**src/lir_pkg.sv**
```systemverilog
// lir_pkg: shared constants, register indexes and rate clamp for the resampler
// no dependencies; imported by the top level, the serial units and the checker
package lir_pkg;

  localparam int SAMPLE_BITS_DEF = 16;
  localparam int RATE_BITS       = 17;
  localparam int PHASE_BITS      = 18;
  localparam int CFG_IDX_BITS    = 2;
  localparam int CHAN_BITS       = 2;
  localparam int MAX_RESULTS     = 24;
  localparam int RES_CNT_BITS    = $clog2(MAX_RESULTS + 1);

  localparam logic [RATE_BITS-1:0] RATE_MIN = RATE_BITS'(8000);
  localparam logic [RATE_BITS-1:0] RATE_MAX = RATE_BITS'(96000);
  localparam logic [RATE_BITS-1:0] RATE_RST = RATE_BITS'(48000);
  localparam logic [CHAN_BITS-1:0] CHAN_RST = CHAN_BITS'(2);

  // configuration register indexes
  localparam logic [CFG_IDX_BITS-1:0] REG_IN_RATE  = CFG_IDX_BITS'(0);
  localparam logic [CFG_IDX_BITS-1:0] REG_OUT_RATE = CFG_IDX_BITS'(1);
  localparam logic [CFG_IDX_BITS-1:0] REG_CHANNELS = CFG_IDX_BITS'(2);

  function automatic logic [RATE_BITS-1:0] clamp_rate(input logic [RATE_BITS-1:0] r);
    logic [RATE_BITS-1:0] res;
    res = r;
    if (r < RATE_MIN) res = RATE_MIN;
    else if (r > RATE_MAX) res = RATE_MAX;
    return res;
  endfunction

endpackage

```
**src/linear_interp_resampler.sv**
```systemverilog
// linear_interp_resampler: each result is worked out by the bit-serial multiply
// (17 steps) and then the restoring divide (SAMPLE_BITS steps); the input is
// held off until every result of the frame has been worked out.
// a result leaves once the next one of its frame is done or the frame ends.
// synchronous active-high reset: rates 48000, stereo, no frame held, output empty.
// depends on lir_pkg, lir_mac, lir_div
module linear_interp_resampler #(
  parameter int SAMPLE_BITS = lir_pkg::SAMPLE_BITS_DEF
) (
  input  logic                                 clk,
  input  logic                                 rst,
  // input frame channel
  input  logic                                 in_valid,
  output logic                                 in_stall,
  input  logic signed [SAMPLE_BITS-1:0]        left_sample,
  input  logic signed [SAMPLE_BITS-1:0]        right_sample,
  input  logic                                 last_frame,
  // result channel
  output logic                                 out_valid,
  input  logic                                 out_stall,
  output logic signed [SAMPLE_BITS-1:0]        left_out,
  output logic signed [SAMPLE_BITS-1:0]        right_out,
  output logic                                 last_of_run,
  // configuration writes
  input  logic                                 cfg_valid,
  output logic                                 cfg_ready,
  input  logic [lir_pkg::CFG_IDX_BITS-1:0]     cfg_index,
  input  logic [lir_pkg::RATE_BITS-1:0]        cfg_data
);
  import lir_pkg::*;

  // sequencer, one-hot
  typedef enum logic [6:0] {
    S_IDLE = 7'b0000001,  // waiting for a frame
    S_MAIN = 7'b0000010,  // interpolate between held frame and new frame
    S_POST = 7'b0000100,  // new frame becomes the held frame
    S_TAIL = 7'b0001000,  // repeat last frame up to the buffer's output count
    S_BUSY = 7'b0010000,  // serial multiply and divide running
    S_PUSH = 7'b0100000,  // park the result, older parked result goes out
    S_FIN  = 7'b1000000   // flush the parked result with the run-end flag
  } state_t;

  state_t state, state_next;

  // configuration registers
  logic [RATE_BITS-1:0]    in_rate;
  logic [RATE_BITS-1:0]    out_rate;
  logic [CHAN_BITS-1:0]    channel_count;

  // per-frame working state
  logic [RATE_BITS-1:0]    ir;
  logic [RATE_BITS-1:0]    orr;
  logic                    stereo;
  logic                    last_q;
  logic                    in_tail;
  logic signed [SAMPLE_BITS-1:0] cur_l;
  logic signed [SAMPLE_BITS-1:0] cur_r;
  logic signed [SAMPLE_BITS-1:0] prev_l;
  logic signed [SAMPLE_BITS-1:0] prev_r;
  logic                    have_prev;
  logic [PHASE_BITS-1:0]   phase;
  logic [RES_CNT_BITS-1:0] n;

  // parked result, waits until we know whether it ends the run
  logic                    pend_valid;
  logic signed [SAMPLE_BITS-1:0] pend_l;
  logic signed [SAMPLE_BITS-1:0] pend_r;

  // serial lanes
  logic                    mac_start;
  logic signed [SAMPLE_BITS-1:0] op_s1_l, op_s2_l, op_s1_r, op_s2_r;
  logic [RATE_BITS-1:0]    op_r;
  logic                    mac_done_l, mac_done_r;
  logic                    neg_l, neg_r;
  logic [SAMPLE_BITS+RATE_BITS-1:0] mag_l, mag_r;
  logic                    div_done_l, div_done_r;
  logic [SAMPLE_BITS-1:0]  quot_l, quot_r;

  // control terms
  logic                    in_accept;
  logic                    out_free;
  logic                    room;
  logic                    main_go;
  logic                    tail_go;
  logic                    push_ok;
  logic                    out_load;
  logic [PHASE_BITS:0]     tail_pos;

  assign cfg_ready = 1'b1;
  assign in_stall  = (state != S_IDLE);
  assign in_accept = in_valid && !in_stall;
  assign out_free  = !out_valid || !out_stall;

  assign room     = (n < RES_CNT_BITS'(MAX_RESULTS));
  assign main_go  = (phase < PHASE_BITS'(orr)) && room;
  assign tail_pos = {1'b0, phase} + (PHASE_BITS + 1)'(ir);
  assign tail_go  = (tail_pos <= (PHASE_BITS + 1)'(orr)) && room;
  assign push_ok  = !pend_valid || out_free;
  // a parked result goes out when a newer one displaces it or the frame ends
  assign out_load = pend_valid && out_free && ((state == S_PUSH) || (state == S_FIN));

  // tail outputs reuse the datapath with equal endpoints and zero remainder
  assign mac_start = ((state == S_MAIN) && main_go) || ((state == S_TAIL) && tail_go);
  assign op_s1_l   = (state == S_TAIL) ? cur_l : prev_l;
  assign op_s1_r   = (state == S_TAIL) ? cur_r : prev_r;
  assign op_s2_l   = cur_l;
  assign op_s2_r   = cur_r;
  assign op_r      = (state == S_TAIL) ? '0 : phase[RATE_BITS-1:0];

  lir_mac #(.SAMPLE_BITS(SAMPLE_BITS)) u_mac_l (
    .clk(clk), .rst(rst), .start(mac_start),
    .s1(op_s1_l), .s2(op_s2_l), .r(op_r), .den(orr),
    .done(mac_done_l), .neg(neg_l), .mag(mag_l)
  );

  lir_mac #(.SAMPLE_BITS(SAMPLE_BITS)) u_mac_r (
    .clk(clk), .rst(rst), .start(mac_start),
    .s1(op_s1_r), .s2(op_s2_r), .r(op_r), .den(orr),
    .done(mac_done_r), .neg(neg_r), .mag(mag_r)
  );

  lir_div #(.SAMPLE_BITS(SAMPLE_BITS)) u_div_l (
    .clk(clk), .rst(rst), .start(mac_done_l),
    .neg(neg_l), .mag(mag_l), .den(orr),
    .done(div_done_l), .quot(quot_l)
  );

  lir_div #(.SAMPLE_BITS(SAMPLE_BITS)) u_div_r (
    .clk(clk), .rst(rst), .start(mac_done_r),
    .neg(neg_r), .mag(mag_r), .den(orr),
    .done(div_done_r), .quot(quot_r)
  );

  // next state
  always_comb begin
    state_next = state;
    unique case (state)
      S_IDLE: if (in_accept) state_next = have_prev ? S_MAIN : S_POST;
      S_MAIN: state_next = main_go ? S_BUSY : S_POST;
      S_POST: state_next = last_q ? S_TAIL : S_FIN;
      S_TAIL: state_next = tail_go ? S_BUSY : S_FIN;
      // both lanes run in lockstep, move on once both quotients are in
      S_BUSY: if (div_done_l && div_done_r) state_next = S_PUSH;
      S_PUSH: if (push_ok) state_next = in_tail ? S_TAIL : S_MAIN;
      S_FIN:  if (!pend_valid || out_free) state_next = S_IDLE;
      default: state_next = S_IDLE;
    endcase
  end

  // control registers
  always_ff @(posedge clk) begin
    if (rst) begin
      state         <= S_IDLE;
      in_rate       <= RATE_RST;
      out_rate      <= RATE_RST;
      channel_count <= CHAN_RST;
      have_prev     <= 1'b0;
      phase         <= '0;
      n             <= '0;
      in_tail       <= 1'b0;
      pend_valid    <= 1'b0;
      out_valid     <= 1'b0;
    end else begin
      state <= state_next;

      if (cfg_valid && cfg_ready) begin
        unique case (cfg_index)
          REG_IN_RATE:  in_rate       <= cfg_data;
          REG_OUT_RATE: out_rate      <= cfg_data;
          REG_CHANNELS: channel_count <= cfg_data[CHAN_BITS-1:0];
          default: ;  // writes past the register list are dropped
        endcase
      end

      unique case (state)
        S_IDLE: begin
          if (in_accept) begin
            n <= '0;
            // a new buffer starts at position zero
            if (!have_prev) phase <= '0;
          end
        end
        S_MAIN: begin
          if (main_go) begin
            phase   <= PHASE_BITS'(phase + PHASE_BITS'(ir));
            n       <= n + 1'b1;
            in_tail <= 1'b0;
          end else if (phase >= PHASE_BITS'(orr)) begin
            phase <= PHASE_BITS'(phase - PHASE_BITS'(orr));
          end
        end
        S_POST: have_prev <= 1'b1;
        S_TAIL: begin
          if (tail_go) begin
            phase   <= tail_pos[PHASE_BITS-1:0];
            n       <= n + 1'b1;
            in_tail <= 1'b1;
          end else begin
            // end of buffer, back to the reset position
            have_prev <= 1'b0;
            phase     <= '0;
          end
        end
        S_BUSY: ;
        S_PUSH: if (push_ok) pend_valid <= 1'b1;
        S_FIN:  if (pend_valid && out_free) pend_valid <= 1'b0;
        default: ;
      endcase

      if (out_load) out_valid <= 1'b1;
      else if (!out_stall) out_valid <= 1'b0;
    end
  end

  // payload registers
  always_ff @(posedge clk) begin
    if (in_accept) begin
      ir     <= clamp_rate(in_rate);
      orr    <= clamp_rate(out_rate);
      stereo <= channel_count[1];
      last_q <= last_frame;
      cur_l  <= left_sample;
      // mono: right lane carries zero
      cur_r  <= channel_count[1] ? right_sample : '0;
    end
    if (state == S_POST) begin
      prev_l <= cur_l;
      prev_r <= cur_r;
    end else if ((state == S_TAIL) && !tail_go) begin
      prev_l <= '0;
      prev_r <= '0;
    end
    if ((state == S_PUSH) && push_ok) begin
      pend_l <= quot_l;
      pend_r <= stereo ? quot_r : '0;
    end
    if (out_load) begin
      left_out    <= pend_l;
      right_out   <= pend_r;
      last_of_run <= (state == S_FIN);
    end
  end

endmodule

```
**src/lir_mac.sv**
```systemverilog
// lir_mac: bit-serial sum of two products s1*(den-r) + s2*r, msb first
// depends on lir_pkg; hands sign and magnitude to lir_div
module lir_mac #(
  parameter int SAMPLE_BITS = lir_pkg::SAMPLE_BITS_DEF
) (
  input  logic                                        clk,
  input  logic                                        rst,
  input  logic                                        start,
  input  logic signed [SAMPLE_BITS-1:0]               s1,
  input  logic signed [SAMPLE_BITS-1:0]               s2,
  input  logic [lir_pkg::RATE_BITS-1:0]               r,
  input  logic [lir_pkg::RATE_BITS-1:0]               den,
  output logic                                        done,
  output logic                                        neg,
  output logic [SAMPLE_BITS+lir_pkg::RATE_BITS-1:0]   mag
);
  import lir_pkg::*;

  localparam int ACC_W = SAMPLE_BITS + RATE_BITS + 1;
  localparam int CNT_W = $clog2(RATE_BITS);

  logic                    busy;
  logic [CNT_W-1:0]        cnt;
  logic [RATE_BITS-1:0]    wa;
  logic [RATE_BITS-1:0]    wr;
  logic signed [SAMPLE_BITS-1:0] a1;
  logic signed [SAMPLE_BITS-1:0] a2;
  logic signed [ACC_W-1:0] acc;
  logic signed [ACC_W-1:0] add1;
  logic signed [ACC_W-1:0] add2;
  logic [ACC_W-1:0]        acc_abs;

  assign add1 = wa[RATE_BITS-1] ? ACC_W'(a1) : '0;
  assign add2 = wr[RATE_BITS-1] ? ACC_W'(a2) : '0;

  always_ff @(posedge clk) begin
    if (rst) begin
      busy <= 1'b0;
      done <= 1'b0;
      cnt  <= '0;
    end else begin
      done <= busy && (cnt == '0);
      if (start) begin
        busy <= 1'b1;
        cnt  <= CNT_W'(RATE_BITS - 1);
      end else if (busy) begin
        if (cnt == '0) busy <= 1'b0;
        else cnt <= cnt - 1'b1;
      end
    end
  end

  always_ff @(posedge clk) begin
    if (start) begin
      wa  <= den - r;
      wr  <= r;
      a1  <= s1;
      a2  <= s2;
      acc <= '0;
    end else if (busy) begin
      acc <= (acc <<< 1) + add1 + add2;
      wa  <= {wa[RATE_BITS-2:0], 1'b0};
      wr  <= {wr[RATE_BITS-2:0], 1'b0};
    end
  end

  assign neg     = acc[ACC_W-1];
  assign acc_abs = neg ? (~acc + 1'b1) : acc;
  assign mag     = acc_abs[SAMPLE_BITS+RATE_BITS-1:0];

endmodule

```
**src/lir_div.sv**
```systemverilog
// lir_div: restoring divider, one quotient bit per cycle, sign applied at the end
// depends on lir_pkg; fed by lir_mac
module lir_div #(
  parameter int SAMPLE_BITS = lir_pkg::SAMPLE_BITS_DEF
) (
  input  logic                                        clk,
  input  logic                                        rst,
  input  logic                                        start,
  input  logic                                        neg,
  input  logic [SAMPLE_BITS+lir_pkg::RATE_BITS-1:0]   mag,
  input  logic [lir_pkg::RATE_BITS-1:0]               den,
  output logic                                        done,
  output logic [SAMPLE_BITS-1:0]                      quot
);
  import lir_pkg::*;

  localparam int CNT_W = $clog2(SAMPLE_BITS);

  logic                   busy;
  logic [CNT_W-1:0]       cnt;
  logic [RATE_BITS-1:0]   rem;
  logic [SAMPLE_BITS-1:0] low;
  logic [SAMPLE_BITS-1:0] q;
  logic                   neg_q;
  logic [RATE_BITS:0]     trial;
  logic                   fits;

  assign trial = {rem, low[SAMPLE_BITS-1]};
  assign fits  = trial >= {1'b0, den};

  always_ff @(posedge clk) begin
    if (rst) begin
      busy <= 1'b0;
      done <= 1'b0;
      cnt  <= '0;
    end else begin
      done <= busy && (cnt == '0);
      if (start) begin
        busy <= 1'b1;
        cnt  <= CNT_W'(SAMPLE_BITS - 1);
      end else if (busy) begin
        if (cnt == '0) busy <= 1'b0;
        else cnt <= cnt - 1'b1;
      end
    end
  end

  // upper part of the dividend is already below den, so SAMPLE_BITS steps suffice
  always_ff @(posedge clk) begin
    if (start) begin
      rem   <= mag[SAMPLE_BITS+RATE_BITS-1:SAMPLE_BITS];
      low   <= mag[SAMPLE_BITS-1:0];
      q     <= '0;
      neg_q <= neg;
    end else if (busy) begin
      rem <= fits ? RATE_BITS'(trial - {1'b0, den}) : trial[RATE_BITS-1:0];
      low <= {low[SAMPLE_BITS-2:0], 1'b0};
      q   <= {q[SAMPLE_BITS-2:0], fits};
    end
  end

  assign quot = neg_q ? (~q + 1'b1) : q;

endmodule

```
**config.mk**
```make
export PLATFORM = sky130hd
export DESIGN_NAME = linear_interp_resampler
export DESIGN_NICKNAME = d
export VERILOG_FILES = /design/src/lir_pkg.sv /design/src/linear_interp_resampler.sv /design/src/lir_mac.sv /design/src/lir_div.sv
export SDC_FILE = /design/constraint.sdc
export NUM_CORES = 1
export LEC_CHECK = 0
export BUFFER_PORTS_ARGS = -buffer_cell sky130_fd_sc_hd__buf_2
export CAP_MARGIN = 20
export CORE_ASPECT_RATIO = 0.6
export CORE_MARGIN = 2
export CORE_UTILIZATION = 30
export CTS_CLUSTER_DIAMETER = 50
export DETAILED_ROUTE_END_ITERATION = 7
export PLACE_DENSITY = 0.51
export SYNTH_ARGS = -nofsm -noshare
export SYNTH_HDL_FRONTEND = slang
export SYNTH_HIERARCHICAL = 1
export SYNTH_SLANG_ARGS = --single-unit
```
**constraint.sdc**
```tcl
create_clock -name clk -period 5.6 [get_ports clk]
set_clock_uncertainty 0.1 [all_clocks]
set_input_delay 0.28 -clock clk [delete_from_list [all_inputs] [get_ports clk]]
set_output_delay 0.28 -clock clk [all_outputs]
set_load 0.005 [all_outputs]
```
; Yosys cells after proc, flatten, opt, wreduce, memory -nomap -nowiden
; Index checks and enable logic that the tools add are counted.
[classes]
n_addsub = 19
reduce_logical = 55
multipliers = 0
n_lt_le_gt_ge = 10
n_shift = 0
bitwise_logic = 6
div = 0
muxes = 88
eq_ne = 25
[ops]
columns = operator, n
row1 = 17-bit 2-to-1 mux, 17
row2 = 16-bit 2-to-1 mux, 11
row3 = 34-bit adder, 4
row4 = 34-bit 2-to-1 mux, 4
row5 = 18-bit 2-to-1 mux, 5
row6 = 33-bit by 1-bit adder with 33-bit output (second input constant), 2
row7 = 33-bit 2-to-1 mux, 2
row8 = 33-bit inverter, 2
row9 = 18-bit by 17-bit >= comparator with 1-bit output, 3
row10 = 18-bit case mux with 3 select lines, 1
row11 = 17-bit subtractor, 3
row12 = 5-bit 2-to-1 mux, 10
row13 = 7-bit case mux with 7 select lines, 1
row14 = 7-bit 2-to-1 mux, 6
row15 = 17-bit greater-than comparator (second input constant), 2
row16 = 17-bit by 13-bit < comparator with 1-bit output (second input constant), 2
row17 = 16-bit by 1-bit adder with 16-bit output (second input constant), 2
row18 = 16-bit inverter, 2
row19 = 4-bit 2-to-1 mux, 7
row20 = 2-bit inequality test (second input constant), 13
row21 = 2-bit AND reduction, 10
row22 = 18-bit by 17-bit adder with 19-bit output, 1
row23 = 19-bit by 17-bit less-or-equal comparator with 1-bit output, 1
row24 = 1-bit 2-to-1 mux, 19
row25 = 34 further kinds, 73
[word_totals]
elab_cells = 260
mem_bits_rw = 0
inputBits = 57
mem_count = 0
out_inout_bits = 36
rom_bits = 0
latch_bits = 0
reg_bits = 561

; Depth between registers and ports, before layout
[depth]
word_depth = 7
depth_mapped = 22
depth_no_buf = 19

; Hierarchy
; The synthesis kept the hierarchy.
[by_module_without_submodules]
columns = mod, area_each_um2, n_inst, cells_each
row1 = linear_interp_resampler, 11192.0, 1, 1050
row2 = lir_mac at u_mac_r, 7971.4, 1, 806
row3 = lir_mac at u_mac_l, 7797.5, 1, 781
row4 = lir_div, 3678.5, 2, 378

; Worst setup path after synthesis
; OpenSTA, ideal clock, no wires.
[synth_timing]
path_type = reg2reg
start = reg ir[0]
end = reg u_mac_l.wa[0] (enable)
arrival_time_ns = 5.607
slack_ns = -0.496
setup_ns = 0.389
t_required_ns = 5.111
path_stages_with_launch = 21
synth_period_minus_slack_ns = 6.096
n_path_buf = 3
cell_sequence = edfxtp_1 > ha_1 > fa_1 > a211oi_1 > nor4_1 > nor4_1 > o21ai_0 > a21o_1 > a21oi_1 > xnor2_1 > ha_1 > a211oi_1 > o21ai_0 > a21oi_1 > a32o_1 > a32o_1 > buf_2 > clkbuf_1 > nor2_1 > clkbuf_1 > inv_1
[synth_via]
elab_chain_len = 6
[synth_rtl]
columns = item, line_no
row1 = start: declaration, linear_interp_resampler.sv:51  ; logic [RATE_BITS-1:0] ir;
row2 = start signal: assignment, linear_interp_resampler.sv:218  ; ir <= clamp_rate(in_rate);
row3 = 18-bit by 17-bit adder with 19-bit output, linear_interp_resampler.sv:96  ; assign tail_pos = {1'b0, phase} + (PHASE_BITS + 1)'(ir);
row4 = 19-bit by 17-bit less-or-equal comparator with 1-bit output, linear_interp_resampler.sv:97  ; assign tail_go = (tail_pos <= (PHASE_BITS + 1)'(orr)) && room;
row5 = 1-bit logical AND, linear_interp_resampler.sv:97
row6 = 1-bit logical AND, linear_interp_resampler.sv:103  ; assign mac_start = ((state == S_MAIN) && main_go) || ((state == S_TAIL) && tail_go);
row7 = 1-bit logical OR, linear_interp_resampler.sv:103
row8 = via mac_start, linear_interp_resampler.sv:70  ; logic mac_start;
row9 = 2-bit nonzero test (no source line), --
row10 = end signal: assignment, lir_mac.sv:55  ; wa <= den - r;
row11 = end signal: assignment, lir_mac.sv:62  ; wa <= {wa[RATE_BITS-2:0], 1'b0};
row12 = end: declaration, lir_mac.sv:24  ; logic [RATE_BITS-1:0] wa;
; The timed path passes the listed nets, and every way through them passes these cells.
; A chain may end at the register's enable or synchronous reset.

; Worst setup path after layout
[layout_timing]
start = reg ir[6]
end = reg u_mac_l.acc[31]
[layout_via]
elab_chain_len = 5
[layout_rtl]
columns = item, line_no
row1 = 18-bit by 17-bit adder with 19-bit output, linear_interp_resampler.sv:96
row2 = 19-bit by 17-bit less-or-equal comparator with 1-bit output, linear_interp_resampler.sv:97
row3 = 1-bit logical AND, linear_interp_resampler.sv:97
row4 = 1-bit logical AND, linear_interp_resampler.sv:103
row5 = 1-bit logical OR, linear_interp_resampler.sv:103
row6 = end signal: assignment, lir_mac.sv:61  ; acc <= (acc <<< 1) + add1 + add2;
row7 = end: declaration, lir_mac.sv:28  ; logic signed [ACC_W-1:0] acc;
; Every way passes these cells.

==> insert_results.sql <==
INSERT INTO impl_metrics (metric_group, metric, value, unit) VALUES
('outcome', 'status', 'complete, no violations', ''),
('timing', 'final_critical_path_setup_slack', '0.313', 'ns'),
('die', 'fp-row-count', '96', ''),
('detailed_routing', 'drt_first_iter_violations', '2384', ''),
('logic_synthesis', 'synth_most_common_cell', 'sky130_fd_sc_hd__nand2_1', ''),
('final_layout', 'area.growth.synth_to_final', '16.8', '%'),
('setup_path', 'critPathSlowestCell', 'sky130_fd_sc_hd__nor4_1', ''),
('timing', 'timing.final.setup_violations', '0', ''),
('power', 'clockPowerShare', '32.5', '%'),
('global_route', 'grt_antenna_before_repair', '5', ''),
('place', 'dp_hpwl', '70000', 'µm'),
('detailed_routing', 'wire_per_inst', '18.5', 'µm'),
('clock_network', 'cts_tree', 'built', ''),
('setup_path', 'critical_path.endpoint_type', 'flip-flop', ''),
('global_route', 'global_route_overflow', '0', ''),
('place', 'finalWeightedCongestion', '0.920', ''),
('clock_network', 'clkTransAtPathRegs', '0.06', 'ns'),
('logic_synthesis', 'synthFlopType', 'sky130_fd_sc_hd__edfxtp_1', ''),
('min_path', 'timing.hold.worst.class', 'in2reg', ''),
('place', 'preCtsSetupSlack', '0.255', 'ns'),
('power', 'peakVddDrop', '0.000208', 'V'),
('die', 'floorplan.die_area', '0.117', 'mm²'),
('power', 'combPwrFrac', '32.9', '%'),
('clock_network', 'ctsRootBufferMaster', 'sky130_fd_sc_hd__clkbuf_16', ''),
('clock_network', 'cts.htree.levels', '3', ''),
('timing', 'tcrit_tclk_final', '94.4', '%'),
('timing', 'maxSlewViolCount', '0', ''),
('logic_synthesis', 'netlist.top_cell.by_area', 'sky130_fd_sc_hd__edfxtp_1', ''),
('detailed_routing', 'antenna_violating_nets_post_route', '0', ''),
('timing', 'tightest_slew', '1.08', 'ns'),
('final_layout', 'drive_above_1_share', '12.2', '%'),
('setup_path', 'cpPeakStageDelay', '0.59', 'ns'),
('die', 'core_area', '0.114', 'mm²'),
('die', 'initial_core_util', '30.1', '%'),
('final_layout', 'num-nets-final', '3883', ''),
('die', 'fp.dieH', '266', 'µm'),
('global_route', 'pin_count_of_the_biggest_net_entering_global_routing', '50', ''),
('logic_synthesis', 'mappedNetlistArea', '0.0343', 'mm²'),
('logic_synthesis', 'syn_area_per_cell', '10.1', 'µm²'),
('flow_run', 'cap_viol_max_count', '0', ''),
('logic_synthesis', 'mappedNetlistNets', '3716', ''),
('final_layout', 'finalInstanceArea', '0.0401', 'mm²'),
('place', 'port_buffers', '91', ''),
('global_route', 'global_route_wire_length_before_repair', '146000', 'µm'),
('timing', 'max_slew_margin', '27.5', '%'),
('power', 'power_total', '16100', 'µW'),
('clock_network', 'clock-sinks', '560', ''),
('detailed_routing', 'via_total_after_detailed_routing', '25900', ''),
('clock_network', 'cts_buffers', '80', ''),
('setup_path', 'data_arrival_time_of_the_critical_path', '5.72', 'ns'),
('timing', 'setup_tns', '0', 'ns'),
('timing', 'timing.final.hold_violations', '0', ''),
('logic_synthesis', 'post_synth_num_cell_types', '101', ''),
('logic_synthesis', 'commonest_cells_in_the_netlist', 'sky130_fd_sc_hd__nand2_1 (394), sky130_fd_sc_hd__edfxtp_1 (365), sky130_fd_sc_hd__a21oi_1 (220)', ''),
('detailed_routing', 'avgViaCountPerCell', '5.03', ''),
('power', 'sequential_power_share', '34.7', '%'),
('timing', 'rsz_0062_raised_after_global_routing', 'true', ''),
('power', 'total_leakage_power', '0.0155', 'µW'),
('logic_synthesis', 'synthCells', '3393', ''),
('power', 'pwr_per_cell_area', '402', 'mW/mm²'),
('logic_synthesis', 'synthTopCellsByArea', 'sky130_fd_sc_hd__edfxtp_1 (32%), sky130_fd_sc_hd__dfxtp_1 (11%), sky130_fd_sc_hd__ha_1 (7.1%)', ''),
('detailed_routing', 'detail_route.wirelength', '95000', 'µm'),
('clock_network', 'clock_latency', '0.64', 'ns'),
('power', 'power.net_switching', '5830', 'µW'),
('clock_network', 'clockBufferDepth', '3', ''),
('final_layout', 'biggestRegsByFlops', 'u_mac_l/acc (34), u_mac_r/acc (34), phase (18)', ''),
('setup_path', 'worstPathMaxFanout', '8', ''),
('place', 'placedInstanceArea', '0.0367', 'mm²'),
('logic_synthesis', 'asyncSetResetFlopFracSynth', '0', '%'),
('logic_synthesis', 'postSynthRegisterBits', '560', ''),
('logic_synthesis', 'synth_edf_count', '365', '');
what timing repair did:
action,4_1_cts,5_1_grt
setup buffers,0,5
endpoints found under the setup margin,0,220
resized for setup,0,4
endpoints found under the hold margin,71,1
hold buffers,54,1
worst max-delay path: cells and delay by family (launching register included):
family / cells / cell delay [ns]
AO/OA/AOI/OAI: 7 / 1.77
XOR/XNOR: 1 / 0.28
adder cells (fa/ha/maj): 2 / 0.75
buffers and inverters: 2 / 0.25
flip-flops: 1 / 0.36
AND/OR/NAND/NOR: 7 / 1.67
cell usage in the layout, fill, tap and decap left out, drive strengths merged, types with 38 or more instances in the layout:
master / count
a211oi: 38
a21o: 65
a21oi: 221
and2: 157
and3: 41
buf: 153
clkbuf: 94
dfxtp: 195
dlygate4sd3: 55
edfxtp: 365
fa: 72
ha: 194
inv: 184
mux2: 81
mux2i: 71
nand2: 394
nand2b: 44
nand3: 61
nor2: 200
nor3: 57
o21ai: 168
o31ai: 48
xnor2: 175
xor2: 51
final timing paths:
path	from	endpoint	slack, ns	depth (start not counted)
worst min register to register	pend_r[13]	right_out[13]	0.32	0
worst max register to register	ir[6]	u_mac_l/acc[31]	0.31	19
worst min-delay path	rst	in_rate[14]	0.04	2
worst max-delay path	ir[6]	u_mac_l/acc[31]	0.31	19
stage by stage:
step / hold slack, ns / std cells / utilization [%]
6_report: 0.0402 / 5148 / 35.2
5_1_grt: 0.0429 / 5146 / 35.2
4_1_cts: 0.00832 / 5138 / 35.1
3_5_place_dp: 0.306 / 4935 / 32.2
3_3_place_gp: 0.304 / 4935 / 32.2
2_1_floorplan: 0.249 / 3393 / -
power by group through the flow:
stage,combinational (µW),clock (µW),sequential [µW]
after CTS,5220,5360,5580
final,5300,5230,5580
after detailed placement,5150,0,5660
after global placement,5160,0,5660
after floorplan,3900,0,5420
after global routing,5900,5510,5650
layer usage:
| metal | vias to the layer above | GRT usage (%) | part of all wire (%) |
|---|---|---|---|
| li1 | 12700 | - | - |
| met1 | 12400 | 26.8 | 55 |
| met2 | 710 | 20.0 | 36 |
| met3 | 102 | 3.15 | 6.9 |
| met4 | 0 | 3.08 | 1.5 |
| met5 | - | 0 | 0 |
cells by family after synthesis:
kind of cell / count (synthesis) / share of synthesized area [%]
AOI/OAI and AO/OA: 784 / 15.5
DFF: 560 / 43.3
buffers and inverters: 301 / 3.54
xor gates and xnor gates: 226 / 5.77
muxes: 152 / 4.73
and+or+nand+nor: 1103 / 15.8
adders and majority gates: 266 / 11.3
other: 1 / 0.0109
area by class of cell:
class | instances | area, µm²
sequential | 560 | 14900
fill | 11500 | 73800
multi-input combinational | 2534 | 18300
clock buffer | 94 | 2080
clock inverter | 55 | 679
tap | 1519 | 1900
antenna | 2 | 5.00
timing repair buffer | 208 | 1550
inverter | 176 | 666
Power figures use the tool's default switching activity.
